File: config.mk
export PLATFORM = sky130hd
export DESIGN_NAME = rgb_to_hsv_convert_unit
export DESIGN_NICKNAME = d
export VERILOG_FILES = /design/src/rhc_pkg.sv /design/src/rhc_front.sv /design/src/rhc_div_stage.sv /design/src/rgb_to_hsv_convert_unit.sv
export SDC_FILE = /design/constraint.sdc
export NUM_CORES = 1
export LEC_CHECK = 0
export ABC_AREA = 1
export BUFFER_PORTS_ARGS = -buffer_cell sky130_fd_sc_hd__clkbuf_2
export CAP_MARGIN = 20
export CORE_ASPECT_RATIO = 0.5
export CORE_UTILIZATION = 31
export DETAILED_ROUTE_END_ITERATION = 8
export PLACE_DENSITY = 0.44
export SYNTH_ARGS = -nofsm -noshare
export SYNTH_HDL_FRONTEND = slang
export SYNTH_SLANG_ARGS = --single-unit
export TNS_END_PERCENT = 5
File: constraint.sdc
create_clock -name clk -period 10.25 [get_ports clk]
set_input_delay 2.05 -clock clk [delete_from_list [all_inputs] [get_ports clk]]
set_output_delay 2.05 -clock clk [all_outputs]
set_load 0.02 [all_outputs]
File: src/rhc_pkg.sv
// Shared types, constants and tables of the RGB to HSV converter.
package rhc_pkg;

  localparam int IN_SCALE  = 100;
  localparam int SAT_SCALE = 100;
  localparam int VAL_SCALE = 100;

  localparam int CH_W    = 7;
  localparam int HUE_W   = 9;
  localparam int NUM_W   = 16;
  localparam int LUT_LEN = 1 << CH_W;

  // Three restoring steps per divider stage, three stages cover the nine quotient bits.
  localparam int STEPS_PER_STAGE = 3;
  localparam int DIV_STAGES      = HUE_W / STEPS_PER_STAGE;

  localparam logic [CH_W:0]  IN_SCALE_W  = (CH_W + 1)'(IN_SCALE);
  localparam logic [CH_W:0]  SAT_SCALE_W = (CH_W + 1)'(SAT_SCALE);
  localparam logic [NUM_W:0] DEG_60      = (NUM_W + 1)'(60);
  localparam logic [NUM_W:0] DEG_120     = (NUM_W + 1)'(120);
  localparam logic [NUM_W:0] DEG_240     = (NUM_W + 1)'(240);
  localparam logic [NUM_W:0] DEG_360     = (NUM_W + 1)'(360);
  localparam logic [HUE_W-1:0] HUE_LIMIT = HUE_W'(360);

  typedef enum logic [1:0] {
    SECT_RED,
    SECT_GREEN,
    SECT_BLUE
  } sector_t;

  typedef logic [CH_W-1:0] val_lut_t [LUT_LEN];

  function automatic val_lut_t build_val_lut();
    val_lut_t lut;
    for (int i = 0; i < LUT_LEN; i++) begin
      lut[i] = CH_W'((i * VAL_SCALE) / IN_SCALE);
    end
    return lut;
  endfunction

  localparam val_lut_t VAL_LUT = build_val_lut();

  // One division in flight: partial remainder, and numerator bits that turn into quotient bits.
  typedef struct packed {
    logic [CH_W-1:0]  rem;
    logic [HUE_W-1:0] acc;
    logic [CH_W-1:0]  den;
  } div_lane_t;

  typedef struct packed {
    div_lane_t       hue_lane;
    div_lane_t       sat_lane;
    logic            grey;
    logic [CH_W-1:0] val;
  } pipe_t;

endpackage

File: src/rhc_front.sv
// Front end: clamp, max/min and sector, then difference and division operands.
module rhc_front (
  input  logic                     clk,
  input  logic                     rst,
  input  logic                     in_valid,
  output logic                     in_ready,
  input  logic [rhc_pkg::CH_W-1:0] red,
  input  logic [rhc_pkg::CH_W-1:0] green,
  input  logic [rhc_pkg::CH_W-1:0] blue,
  output logic                     out_valid,
  input  logic                     out_ready,
  output rhc_pkg::pipe_t           out_data
);

  logic [rhc_pkg::CH_W-1:0] r_c, g_c, b_c, mx_c, mn_c;
  rhc_pkg::sector_t         sect_c;

  logic                     v0;
  logic [rhc_pkg::CH_W-1:0] r0, g0, b0, mx0, mn0;
  rhc_pkg::sector_t         sect0;
  logic                     adv0, adv1;

  logic [rhc_pkg::CH_W-1:0]  d_c;
  logic [rhc_pkg::NUM_W:0]   hnum_c, snum_c;
  rhc_pkg::pipe_t            data_next;

  function automatic logic [rhc_pkg::CH_W-1:0] clamp(input logic [rhc_pkg::CH_W-1:0] x);
    logic [rhc_pkg::CH_W-1:0] y;
    y = ({1'b0, x} > rhc_pkg::IN_SCALE_W) ? rhc_pkg::IN_SCALE_W[rhc_pkg::CH_W-1:0] : x;
    return y;
  endfunction

  assign adv1     = !out_valid || out_ready;
  assign adv0     = !v0 || adv1;
  assign in_ready = adv0;

  always_comb begin
    r_c = clamp(red);
    g_c = clamp(green);
    b_c = clamp(blue);
    if (r_c >= g_c && r_c >= b_c) begin
      sect_c = rhc_pkg::SECT_RED;
      mx_c   = r_c;
    end else if (g_c >= b_c) begin
      sect_c = rhc_pkg::SECT_GREEN;
      mx_c   = g_c;
    end else begin
      sect_c = rhc_pkg::SECT_BLUE;
      mx_c   = b_c;
    end
    mn_c = r_c;
    if (g_c < mn_c) mn_c = g_c;
    if (b_c < mn_c) mn_c = b_c;
  end

  always_ff @(posedge clk) begin
    if (rst) begin
      v0 <= 1'b0;
    end else if (adv0) begin
      v0 <= in_valid;
    end
  end

  always_ff @(posedge clk) begin
    if (adv0 && in_valid) begin
      r0    <= r_c;
      g0    <= g_c;
      b0    <= b_c;
      mx0   <= mx_c;
      mn0   <= mn_c;
      sect0 <= sect_c;
    end
  end

  // Hue numerators below are non-negative and stay below 512 * d.
  always_comb begin
    d_c = mx0 - mn0;
    case (sect0)
      rhc_pkg::SECT_RED: begin
        if (g0 >= b0) begin
          hnum_c = rhc_pkg::DEG_60 * (rhc_pkg::NUM_W + 1)'(g0 - b0);
        end else begin
          hnum_c = rhc_pkg::DEG_360 * (rhc_pkg::NUM_W + 1)'(d_c)
                 - rhc_pkg::DEG_60 * (rhc_pkg::NUM_W + 1)'(b0 - g0);
        end
      end
      rhc_pkg::SECT_GREEN: begin
        hnum_c = rhc_pkg::DEG_120 * (rhc_pkg::NUM_W + 1)'(d_c)
               + rhc_pkg::DEG_60 * (rhc_pkg::NUM_W + 1)'(b0)
               - rhc_pkg::DEG_60 * (rhc_pkg::NUM_W + 1)'(r0);
      end
      rhc_pkg::SECT_BLUE: begin
        hnum_c = rhc_pkg::DEG_240 * (rhc_pkg::NUM_W + 1)'(d_c)
               + rhc_pkg::DEG_60 * (rhc_pkg::NUM_W + 1)'(r0)
               - rhc_pkg::DEG_60 * (rhc_pkg::NUM_W + 1)'(g0);
      end
      default: begin
        hnum_c = '0;
      end
    endcase
    snum_c = (rhc_pkg::NUM_W + 1)'(d_c) * (rhc_pkg::NUM_W + 1)'(rhc_pkg::SAT_SCALE_W);

    data_next.hue_lane.rem = hnum_c[rhc_pkg::NUM_W-1:rhc_pkg::HUE_W];
    data_next.hue_lane.acc = hnum_c[rhc_pkg::HUE_W-1:0];
    data_next.hue_lane.den = d_c;
    data_next.sat_lane.rem = snum_c[rhc_pkg::NUM_W-1:rhc_pkg::HUE_W];
    data_next.sat_lane.acc = snum_c[rhc_pkg::HUE_W-1:0];
    data_next.sat_lane.den = mx0;
    data_next.grey         = (d_c == '0);
    data_next.val          = rhc_pkg::VAL_LUT[mx0];
  end

  always_ff @(posedge clk) begin
    if (rst) begin
      out_valid <= 1'b0;
    end else if (adv1) begin
      out_valid <= v0;
    end
  end

  always_ff @(posedge clk) begin
    if (adv1 && v0) begin
      out_data <= data_next;
    end
  end

endmodule

File: src/rhc_div_stage.sv
// One divider stage: STEPS_PER_STAGE restoring division steps on the hue and saturation lanes.
module rhc_div_stage (
  input  logic           clk,
  input  logic           rst,
  input  logic           in_valid,
  output logic           in_ready,
  input  rhc_pkg::pipe_t in_data,
  output logic           out_valid,
  input  logic           out_ready,
  output rhc_pkg::pipe_t out_data
);

  rhc_pkg::pipe_t data_next;

  function automatic rhc_pkg::div_lane_t div_step(input rhc_pkg::div_lane_t l);
    rhc_pkg::div_lane_t       o;
    logic [rhc_pkg::CH_W:0]   part;
    logic                     ge;
    part  = {l.rem, l.acc[rhc_pkg::HUE_W-1]};
    ge    = (part >= {1'b0, l.den});
    o.den = l.den;
    o.acc = {l.acc[rhc_pkg::HUE_W-2:0], ge};
    o.rem = ge ? rhc_pkg::CH_W'(part - {1'b0, l.den}) : part[rhc_pkg::CH_W-1:0];
    return o;
  endfunction

  assign in_ready = !out_valid || out_ready;

  always_comb begin
    data_next = in_data;
    for (int i = 0; i < rhc_pkg::STEPS_PER_STAGE; i++) begin
      data_next.hue_lane = div_step(data_next.hue_lane);
      data_next.sat_lane = div_step(data_next.sat_lane);
    end
  end

  always_ff @(posedge clk) begin
    if (rst) begin
      out_valid <= 1'b0;
    end else if (in_ready) begin
      out_valid <= in_valid;
    end
  end

  always_ff @(posedge clk) begin
    if (in_ready && in_valid) begin
      out_data <= data_next;
    end
  end

endmodule

File: src/rgb_to_hsv_convert_unit.sv
// Top level of the RGB to HSV converter: front end and pipelined divider.
//
// Input channel: color_valid / color_ready carry one item of red, green and
// blue, each 0..100 (larger codes clamp to 100). Output channel:
// hsv_valid / hsv_ready carry hue (0..359 degrees), saturation and
// brightness (0..100), all truncated toward zero.
//
// Five register stages: two front stages (clamp, max/min and sector; then
// difference and numerators), then three divider stages of three restoring
// steps each for the nine quotient bits; hsv_valid is the last stage's valid
// bit. Throughput: one item per cycle while hsv_ready is high. Every stage
// has its own valid bit and loads whenever it is empty or its successor
// moves, so bubbles collapse.
//
// Reset (rst, synchronous) clears all valid bits; data registers are not
// reset. When the receiver holds hsv_ready low, the last stage holds its
// item and earlier stages keep filling; color_ready drops only once all
// five stages hold items. Nothing is dropped or repeated across a stall.
// Black and grey inputs (max equals min) force hue and saturation to zero.
module rgb_to_hsv_convert_unit (
  input  logic                      clk,
  input  logic                      rst,
  input  logic                      color_valid,
  output logic                      color_ready,
  input  logic [rhc_pkg::CH_W-1:0]  red,
  input  logic [rhc_pkg::CH_W-1:0]  green,
  input  logic [rhc_pkg::CH_W-1:0]  blue,
  output logic                      hsv_valid,
  input  logic                      hsv_ready,
  output logic [rhc_pkg::HUE_W-1:0] hue,
  output logic [rhc_pkg::CH_W-1:0]  saturation,
  output logic [rhc_pkg::CH_W-1:0]  brightness
);

  localparam int N = rhc_pkg::DIV_STAGES;

  logic           stg_valid [N+1];
  logic           stg_ready [N+1];
  rhc_pkg::pipe_t stg_data  [N+1];

  // Front end feeds slot 0 of the divider chain.
  rhc_front u_front (
    .clk       (clk),
    .rst       (rst),
    .in_valid  (color_valid),
    .in_ready  (color_ready),
    .red       (red),
    .green     (green),
    .blue      (blue),
    .out_valid (stg_valid[0]),
    .out_ready (stg_ready[0]),
    .out_data  (stg_data[0])
  );

  for (genvar s = 0; s < N; s++) begin : g_div
    rhc_div_stage u_stage (
      .clk       (clk),
      .rst       (rst),
      .in_valid  (stg_valid[s]),
      .in_ready  (stg_ready[s]),
      .in_data   (stg_data[s]),
      .out_valid (stg_valid[s+1]),
      .out_ready (stg_ready[s+1]),
      .out_data  (stg_data[s+1])
    );
  end

  assign stg_ready[N] = hsv_ready;
  assign hsv_valid    = stg_valid[N];

  // Drop the quotients of grey and black items; the hue divisor there is zero.
  assign hue        = stg_data[N].grey ? '0 : stg_data[N].hue_lane.acc;
  assign saturation = stg_data[N].grey ? '0 : stg_data[N].sat_lane.acc[rhc_pkg::CH_W-1:0];
  assign brightness = stg_data[N].val;

endmodule

After elaboration in Yosys (flattened, before gate mapping)
Memories as Yosys holds them, arrays and structs flattened. A register that Yosys moved wholly into a read port is not among the register bits. Index checks and enable logic that the tools add are counted.

Register bits after elaboration: 213. Bits in read-only memories: 896. Bits of input ports: 25. Word-level logic and storage cells: 148. Memories kept: 1.

Memories: (no name shown) (depth 128, bits a word 7, read ports 1, clocked after Yosys merged registers in 1, write ports 0, line rhc_front.sv:110) `data_next.val = rhc_pkg::VAL_LUT[mx0];`.

$add $sub $neg: 24. Multipliers: 9. $lt $le $gt $ge: 27. Eq/ne operators: 2. Mux-type cells: 28. Bitwise logic cells: 1. Reductions and logical operators: 18.

Operators by type and width (number): 7-bit 2-to-1 mux (24); 8-bit by 7-bit >= comparator with 1-bit output (17); 7-bit subtractor (16); 4-bit by 7-bit multiplier with 11-bit output (first input constant) (5); 16-bit case mux with 3 select lines (1); 4-bit by 17-bit multiplier with 14-bit output (first input constant) (2); 16-bit by 13-bit subtractor with 16-bit output (2); 7-bit >= comparator (4); 7-bit greater-than comparator (second input constant) (3); 15-bit by 13-bit adder with 16-bit output (1); 16-bit 2-to-1 mux (1); 16-bit subtractor (1); 7-bit by 7-bit subtractor with 8-bit output (2); 14-bit by 13-bit adder with 15-bit output (1); 7-bit less-than comparator (2); 6-bit by 7-bit multiplier with 13-bit output (first input constant) (1); 7-bit by 5-bit multiplier with 12-bit output (second input constant) (1); 9-bit 2-to-1 mux (1); 7-bit NOT with 8-bit output (1); 6-bit by 7-bit >= comparator with 1-bit output (1); 7-bit logical NOT (1); 6-bit by 7-bit subtractor with 7-bit output (1); 1-bit logical AND (6); 1-bit logical NOT (5); other kinds (5) (9).

Depth between registers and ports, before layout
Gate-level depths: netlist of the first run.

Word-level depth: 7. Gate-level depth with buffers: 34.

By module
Synthesis of the first run repeated with hierarchy kept, for this count alone.

Cells, all modules: 3082. Area, all modules: 25560.8 sq um.

Modules (own cells, without submodules): rhc_front (instances 1, cells each 1583, area each 12697.2 sq um, sequential area each 2292.2 sq um); rhc_div_stage at g_div[0].u_stage ... (instances 2, cells each 476, area each 4176.5 sq um, sequential area each 1641.6 sq um); rhc_div_stage at g_div[2].u_stage (instances 1, cells each 513, area each 4356.7 sq um, sequential area each 1641.6 sq um); rgb_to_hsv_convert_unit (instances 1, cells each 34, area each 153.9 sq um, sequential area each 0.0 sq um).

Least setup slack after synthesis of the first run
OpenSTA, ideal clock, no wires.

Path kind: register -> register. From: register u_front.mx0[0] in the netlist's numbering. To: register u_front.out_data[51] in the netlist's numbering, data pin. Library setup time: 264 ps. Arrival time: 5457 ps. Data required time: 9986 ps. Setup slack: 4530 ps. Cell stages (with the launch flop): 29. Period minus slack after synthesis: 5720 ps. Cells stage by stage: edfxtp_1 -> inv_1 -> ha_1 -> inv_1 -> fa_1 -> xor2_1 -> inv_1 -> fa_1 -> inv_1 -> fa_1 -> inv_1 -> fa_1 -> inv_1 -> nand3_1 -> nand2_1 -> xor2_1 -> inv_1 -> ha_1 -> nand2_1 -> o31ai_1 -> xor2_1 -> ha_1 -> a21o_1 -> a31oi_1 -> nand3_1 -> nand3_1 -> nand4_1 -> nand3_1 -> nand3_1.

Word-level cells in the longest chain between the ends: 5.

RTL lines: from (decl) (line rhc_front.sv:19) `logic [rhc_pkg::CH_W-1:0] r0, g0, b0, mx0, mn0;`; from (signal assigned) (line rhc_front.sv:69) `mx0 <= mx_c;`; 7-bit subtractor (*) (line rhc_front.sv:77) `d_c = mx0 - mn0;`; net u_front.d_c, one bit (line rhc_front.sv:23) `logic [rhc_pkg::CH_W-1:0] d_c;`; 4-bit by 7-bit multiplier with 11-bit output or 6-bit by 7-bit multiplier with 13-bit output (tied branches) (line rhc_front.sv:88, rhc_front.sv:93, rhc_front.sv:83); 15-bit by 13-bit adder with 16-bit output, or another cell as far along (line rhc_front.sv:94) `+ rhc_pkg::DEG_60 * (rhc_pkg::NUM_W + 1)'(r0)`; 16-bit by 13-bit subtractor with 16-bit output, or another cell as far along (line rhc_front.sv:95) `- rhc_pkg::DEG_60 * (rhc_pkg::NUM_W + 1)'(g0);`; 16-bit case mux with 3 select lines (*) (line rhc_front.sv:78) `case (sect0)`; to (signal assigned) (line rhc_front.sv:123) `out_data <= data_next;`; to (decl) (line rhc_front.sv:12) `output rhc_pkg::pipe_t out_data`.

Mark *: on every way through the listed nets, which the timed path passes. The rest lies on a longest branch. A chain may end at the register's enable or synchronous reset.

Final worst setup path of the first run
Ends and elaborated chain as after synthesis.

==> results of run 1 <==
cells in the mapped netlist, drive strengths merged (2+ instances only):
master / number
a31oi: 11
nand3b: 9
o21ai: 101
dfxtp: 5
o211ai: 11
o31ai: 3
nor3: 15
nand3: 176
a21o: 19
xnor2: 68
a211oi: 2
and3: 2
a41oi: 3
o21a: 3
a21boi: 2
xor2: 88
fa: 107
ha: 346
buf: 24
nor2: 157
a31o: 2
o221ai: 3
o21bai: 16
inv: 516
a21oi: 226
nand2: 606
clkbuf: 10
or2: 14
o2111ai: 2
and2: 2
edfxtp: 177
nand4: 39
final cells by class:
cell class,count,area [um2],share of cell area [%]
multi-input cells,2036,14670,60.94
flip-flops and latches,182,5415,22.49
inverters,517,1941,8.061
well taps,945,1182,4.912
clock buffers,18,429.2,1.783
repair buffers,53,300.3,1.247
clock inverters,14,136.4,0.5665
flip-flops by register name (all words and copies together) (netlist names):
signal                   cells
u_front.mn0                  7
g_div.u_stage.out_valid      3
u_front.out_data            38
u_front.mx0                  7
u_front.sect0                2
g_div.u_stage.out_data     102
u_front.out_valid            1
u_front.v0                   1
u_front.r0                   7
u_front.g0                   7
u_front.b0                   7
stage by stage:
step	setup slack (ns)	utilization, %
2_1_floorplan	4.530	-
3_3_place_gp	3.787	33.56
3_5_place_dp	3.655	33.61
4_1_cts	3.616	34.42
5_1_grt	3.079	34.42
6_report	3.587	34.42
worst register-to-register path, delay by kind of cell (launching register included):
| kind | cells | cell delay (ns) |
|---|---|---|
| buf+inv | 7 | 0.75 |
| compound gates | 1 | 0.33 |
| xor+xnor | 3 | 0.93 |
| simple gates | 12 | 1.19 |
| fa+ha+maj | 7 | 2.82 |
| flops | 1 | 0.39 |
routing by layer:
metal  routed length [um]  up-vias  track usage, %
met2                25700      207           27.43
met1                28710     7886           21.92
met3                 1516       55           2.263
met4                  962        2           4.140
li1                     -     9141               -
met5                   13        -               0
worst max-delay path by stage:
stage | slack, ns | to
final | 3.59 | u_front.out_data[51]
after global routing | 3.08 | u_front.out_data[51]
after CTS | 3.62 | u_front.out_data[51]
after detailed placement | 3.66 | u_front.out_data[51]
after global placement | 3.79 | u_front.out_data[51]
after floorplan | 4.53 | u_front.out_data[51]
cell families (layout without fill, tap and decap cells):
group,after synthesis,after routing
AOI/OAI and AO/OA,406,406
xor gates and xnor gates,156,156
adders and majority gates,453,453
buffers and inverters,551,602
DFF,182,182
muxes,1,1
and+or+nand+nor,1020,1020
==> summary.txt, run 1 <==
Run status
  – Outcome: finished, final reports clean

Min path
  – Hold Path Depth: 0
  – Hold_sp: g_div[1].u_stage.out_data[43]
  – Worst hold path type: reg2reg
  – Hold endpoint: g_div[2].u_stage.out_data[46]

Global routing
  – Largest net degree at the start of global routing: 41
  – Tot GR Track Use: 16.29%
  – GR Overflow Total: 0
  – Number of global-route vias before repair: 17367
  – First-pass GRT wire length: 92680 um
  – Initial antenna violation count: 6

Routing
  – Initial detailed-routing violation count: 901
  – Routed wire length: about 57000 um
  – Drt pass-1 iters: 5
  – Routed WL per cell: 15.11 um
  – Antenna viol nets, final: 0
  – Vias: 17291
  – Vias per inst: 4.593
  – DRC violations left: 0

Clock network
  – Number of CTS-inserted buffers: 17
  – Worst-Skew Late Latency: 0.50 ns
  – Clock Pin Slew Worst Setup and Hold Paths: 0.08 ns
  – Post-cts resize count: 0
  – Htree depth: 4
  – Root buf cell: clkbuf_16
  – Quantity of hold-fixing buffers added after cts: 0
  – Largest buffer count on any clock path: 2
  – TritonCTS clock tree: built
  – Clk sinks: between 150 and 200
  – Post CTS Setup Buffer Count: 0

Critical path
  – Worst setup SP type: register
  – FF-to-FF setup slack: 3.59 ns
  – CP Class: reg2reg
  – Worst r2r src: u_front.mx0[0]
  – Data arrival time of the critical path: 6.90 ns
  – Worst path slowest cell: xor2_1
  – CP peak stage delay: 0.63 ns
  – Reg2reg path depth: 30
  – Setup crit end kind: register
  – CP dominant cell by count: inv_1
  – Levels on crit path: 30
  – Critical Path Start: u_front.mx0[0]
  – Worst R2R End: u_front.out_data[51]
  – Worst Path Max Fanout: 7
  – CP Buf/Inv Count: 7
  – Worst path top cell family by delay: adder cells
  – WP data required: around 10 ns

Cells and area
  – Ant. Diodes: 0
  – Nets: 3285
  – Most frequent cells in the layout: nand2_1 (595), inv_1 (504), ha_1 (346)
  – FILL cells: 7441
  – Finished Cell Area: between 20000 and 25000 um2
  – Area growth syn-to-layout: 8.279%
  – Post-Layout Cell Count: 3765
  – Commonest non-fill, non-tap cell in the layout: nand2_1
  – Layout cell share with drive strength beyond 1: 6.418%

Logic synthesis
  – Post-synth top area cell: edfxtp_1
  – Number of synthesized flops with an enable pin: 177
  – Cell variety after synth: 53
  – Syn avg cell area: 8.029 um2
  – Synth top area share: 23.91%
  – Ys Warns: 0
  – Post-synthesis xor/xnor area fraction: 6.146%
  – Ys flop type: edfxtp_1
  – Mapped Nets: 3247
  – Synth Register Bits: 182
  – Mapped Cells: 2769
  – Post-Syn Area: 22230 um2
  – Compound-Gate Fraction of Synth Area: 10.65%
  – Area contributors post-synth: edfxtp_1 (24%), ha_1 (19%), nand2_1 (10%), fa_1 (9.6%), inv_1 (8.5%)
  – Multiplexer area fraction after synthesis: less than 1%
  – Synth Area in Simple Gates: between 10% and 20%
  – Async set or reset register ratio after synthesis: 0%
  – Post-Synth Adder-Cell Area: between 20% and 30%
  – Sequential cell area fraction in the yosys report: 24.36%
  – Largest family of logic cells by synthesized area: adder cells

Timing
  – Worst-Margin Slew: 0.9701 ns
  – Clk_skew: 0.01706 ns
  – Hold_ws: 0.4208 ns
  – Slew Viols, Final: 0
  – Highest Clock Rate: approximately 150 MHz
  – Setup tns final: 0 ns
  – Final Hold Viols: 0
  – Fin crit period: ~6.7 ns
  – Tcrit/Tclk final: 65.01%
  – Setup violators final: 0
  – Unrepaired setup endpoints after global routing: no
  – Max_slew headroom: 35.32%

Placement
  – DP HPWL: 48610 um
  – Port buffer count: approximately 50
  – GP Congestion: 0.8718
  – Placed Instance Area: around 24000 um2
  – Dpl cells: around 3700

Floorplanning
  – Starting Density: 31.79%
  – Die H: 191.4 um
  – Core area: approximately 70000 um2
  – Die area: between 70000 and 80000 um2
  – Site Rows: 68
  – Die Wd: between 300 and 400 um
  – I/O pins: 50

Job
  – Max cap viols: 0
Power of run 1 is left out: the tool's default activity adds up to more than one toggle a clock period on the data nets, which glitch-free logic cannot reach.
==> inputs of run 2 (changes only) <==
- clock period: 10.25 -> 6.2 ns (I/O delays scaled with it)
==> run 2 against run 1 <==
Against the previous run:
- core utilization grew 0.59 points
- setup slack lost 3.2 ns
- sequential cell count is the same
- clock skew grew 0.0038 ns
- die area is the same
- fmax grew 15%
- critical path depth is the same
- design area grew 1.7%
- sequential share of layout area shrank 0.38 points
- non-clock buffer count grew 34
- first-iteration DRC count shrank 5.2%
- worst hold slack lost 0.0020 ns
==> summary.txt, run 2 (synthesized netlist as in run 1, its figures left out) <==
Floorplanning
  – Starting Density: 31.79% (unchanged)
  – I/O pins: 50 (unchanged)
  – Die Wd: 380.7 um (unchanged)
  – Site Rows: 68 (unchanged)
  – Die H: 191.4 um (unchanged)
  – Die area: 72860 um2 (unchanged)
  – Core area: 69940 um2 (unchanged)

Global routing
  – Tot GR Track Use: 15.88% (-0.41 points)
  – Initial antenna violation count: 1 (-5)
  – GR Overflow Total: 0 (unchanged)
  – First-pass GRT wire length: 91220 um (-1.6%)
  – Number of global-route vias before repair: 17243 (-0.71%)
  – Largest net degree at the start of global routing: 41 (unchanged)

Timing
  – Fin crit period: 5.805 ns (-0.8580 ns)
  – Clk_skew: 0.02085 ns (+0.003795 ns)
  – Slew Viols, Final: 0 (unchanged)
  – Unrepaired setup endpoints after global routing: yes
  – Tcrit/Tclk final: 93.63% (+29 points)
  – Final Hold Viols: 0 (unchanged)
  – Highest Clock Rate: 172.3 MHz (+15%)
  – Worst-Margin Slew: 0.9440 ns (-0.02617 ns)
  – Setup violators final: 0 (unchanged)
  – Max_slew headroom: 37.07% (+1.7 points)
  – Hold_ws: 0.4188 ns (-0.001988 ns)
  – Setup tns final: 0 ns (unchanged)

Placement
  – Port buffer count: 49 (unchanged)
  – GP Congestion: 0.8640 (-0.89%)
  – DP HPWL: 47770 um (-1.7%)

Critical path
  – Worst setup SP type: register
  – Setup crit end kind: register
  – WP data required: 6.40 ns (-4.08 ns)
  – Data arrival time of the critical path: 6.01 ns (-0.89 ns)
  – Worst path slowest cell: fa_1
  – Worst Path Max Fanout: 4 (-3)
  – CP peak stage delay: 0.57 ns (-0.06 ns)
  – CP Class: reg2reg
  – CP dominant cell by count: inv_1

Cells and area
  – Most frequent cells in the layout: nand2_1 (593), inv_1 (501), ha_1 (339)
  – Area growth syn-to-layout: 10.14%
  – Max reg flops: 102 (unchanged)
  – Commonest non-fill, non-tap cell in the layout: nand2_1
  – Largest register by flop count: g_div.u_stage.out_data
  – Layout cell share with drive strength beyond 1: 8.619% (+2.2 points)
  – Nets: 3319 (+1.0%)
  – Top flop regs: g_div.u_stage.out_data x102, u_front.out_data x38

Clock network
  – Htree depth: 4 (unchanged)
  – Clk sinks: 182 (unchanged)
  – Largest buffer count on any clock path: 2 (unchanged)
  – Number of CTS-inserted buffers: 17 (unchanged)
  – Quantity of hold-fixing buffers added after cts: 0 (unchanged)
  – Clock Pin Slew Worst Setup and Hold Paths: 0.08 ns (about the same)
  – Root buf cell: clkbuf_16
  – Worst-Skew Late Latency: 0.48 ns (-0.02 ns)
  – TritonCTS clock tree: built

Routing
  – Vias per inst: 4.566 (-0.58%)
  – Vias: 17351 (+0.35%)
  – Routed wire length: 55820 um (-1.9%)
  – Antenna viol nets, final: 0 (unchanged)
  – DRC violations left: 0 (unchanged)
  – Drt pass-1 iters: 5 (unchanged)
  – Routed WL per cell: 14.69 um (-2.8%)
  – Initial detailed-routing violation count: 854 (-5.2%)

Run status
  – Outcome: finished, final reports clean

Min path
  – Worst hold path type: reg2reg

Job
  – Max cap viols: 0 (unchanged)
run 2: per-layer routing:
layer | share of wire, % | GRT usage, % | up-vias
met5 | 0 | 0 | -
met4 | 1.0 | 3.105 | 0
met3 | 2.2 | 1.927 | 26
met2 | 45 | 26.67 | 174
met1 | 52 | 21.92 | 7948
li1 | - | - | 9203
run 2: critical path, delay by kind of cell, from the launching register on:
kind / cells / cell delay, ns
AOI/OAI and AO/OA: 4 / 0.57
xor gates and xnor gates: 3 / 0.54
adders and majority gates: 7 / 2.52
buffers and inverters: 5 / 0.41
DFF: 1 / 0.39
and+or+nand+nor: 11 / 1.12
run 2: area by class of cell:
type	count	area, um2
fillers	7435	45450
multi-input cells	2036	14830
repair buffers	87	530.5
clock buffers	17	425.4
flip-flops and latches	182	5415
well taps	945	1182
diodes	1	2.502
inverters	517	1941
clock inverters	15	165.2
run 2: path summary, 6_finish.rpt:
path | from | to | slack (ns) | cells after the start
max | u_front.mx0[0] | u_front.out_data[51] | 0.39 | 30
min | u_front.out_data[7] | g_div[0].u_stage.out_data[7] | 0.42 | 0
max reg2reg | u_front.mx0[0] | u_front.out_data[51] | 0.39 | 30
min reg2reg | u_front.out_data[7] | g_div[0].u_stage.out_data[7] | 0.42 | 0
run 2: stage by stage:
stage	utilization [%]	instances	cell area, um2	setup WS (ns)
after floorplan	-	2769	22230	0.4799
final	35.01	3800	24490	0.3949
after global placement	33.88	3761	23690	0.2459
after detailed placement	33.88	3761	23690	0.1550
after global routing	35.01	3799	24480	-0.04854
after CTS	34.72	3793	24280	0.1172
run 2: repair_timing:
item / 4_1_cts / 5_1_grt
resized for setup: 0 / 32
setup buffers: 0 / 6
setup endpoints to repair: 0 / 6
Power of run 2 is left out for the same reason.
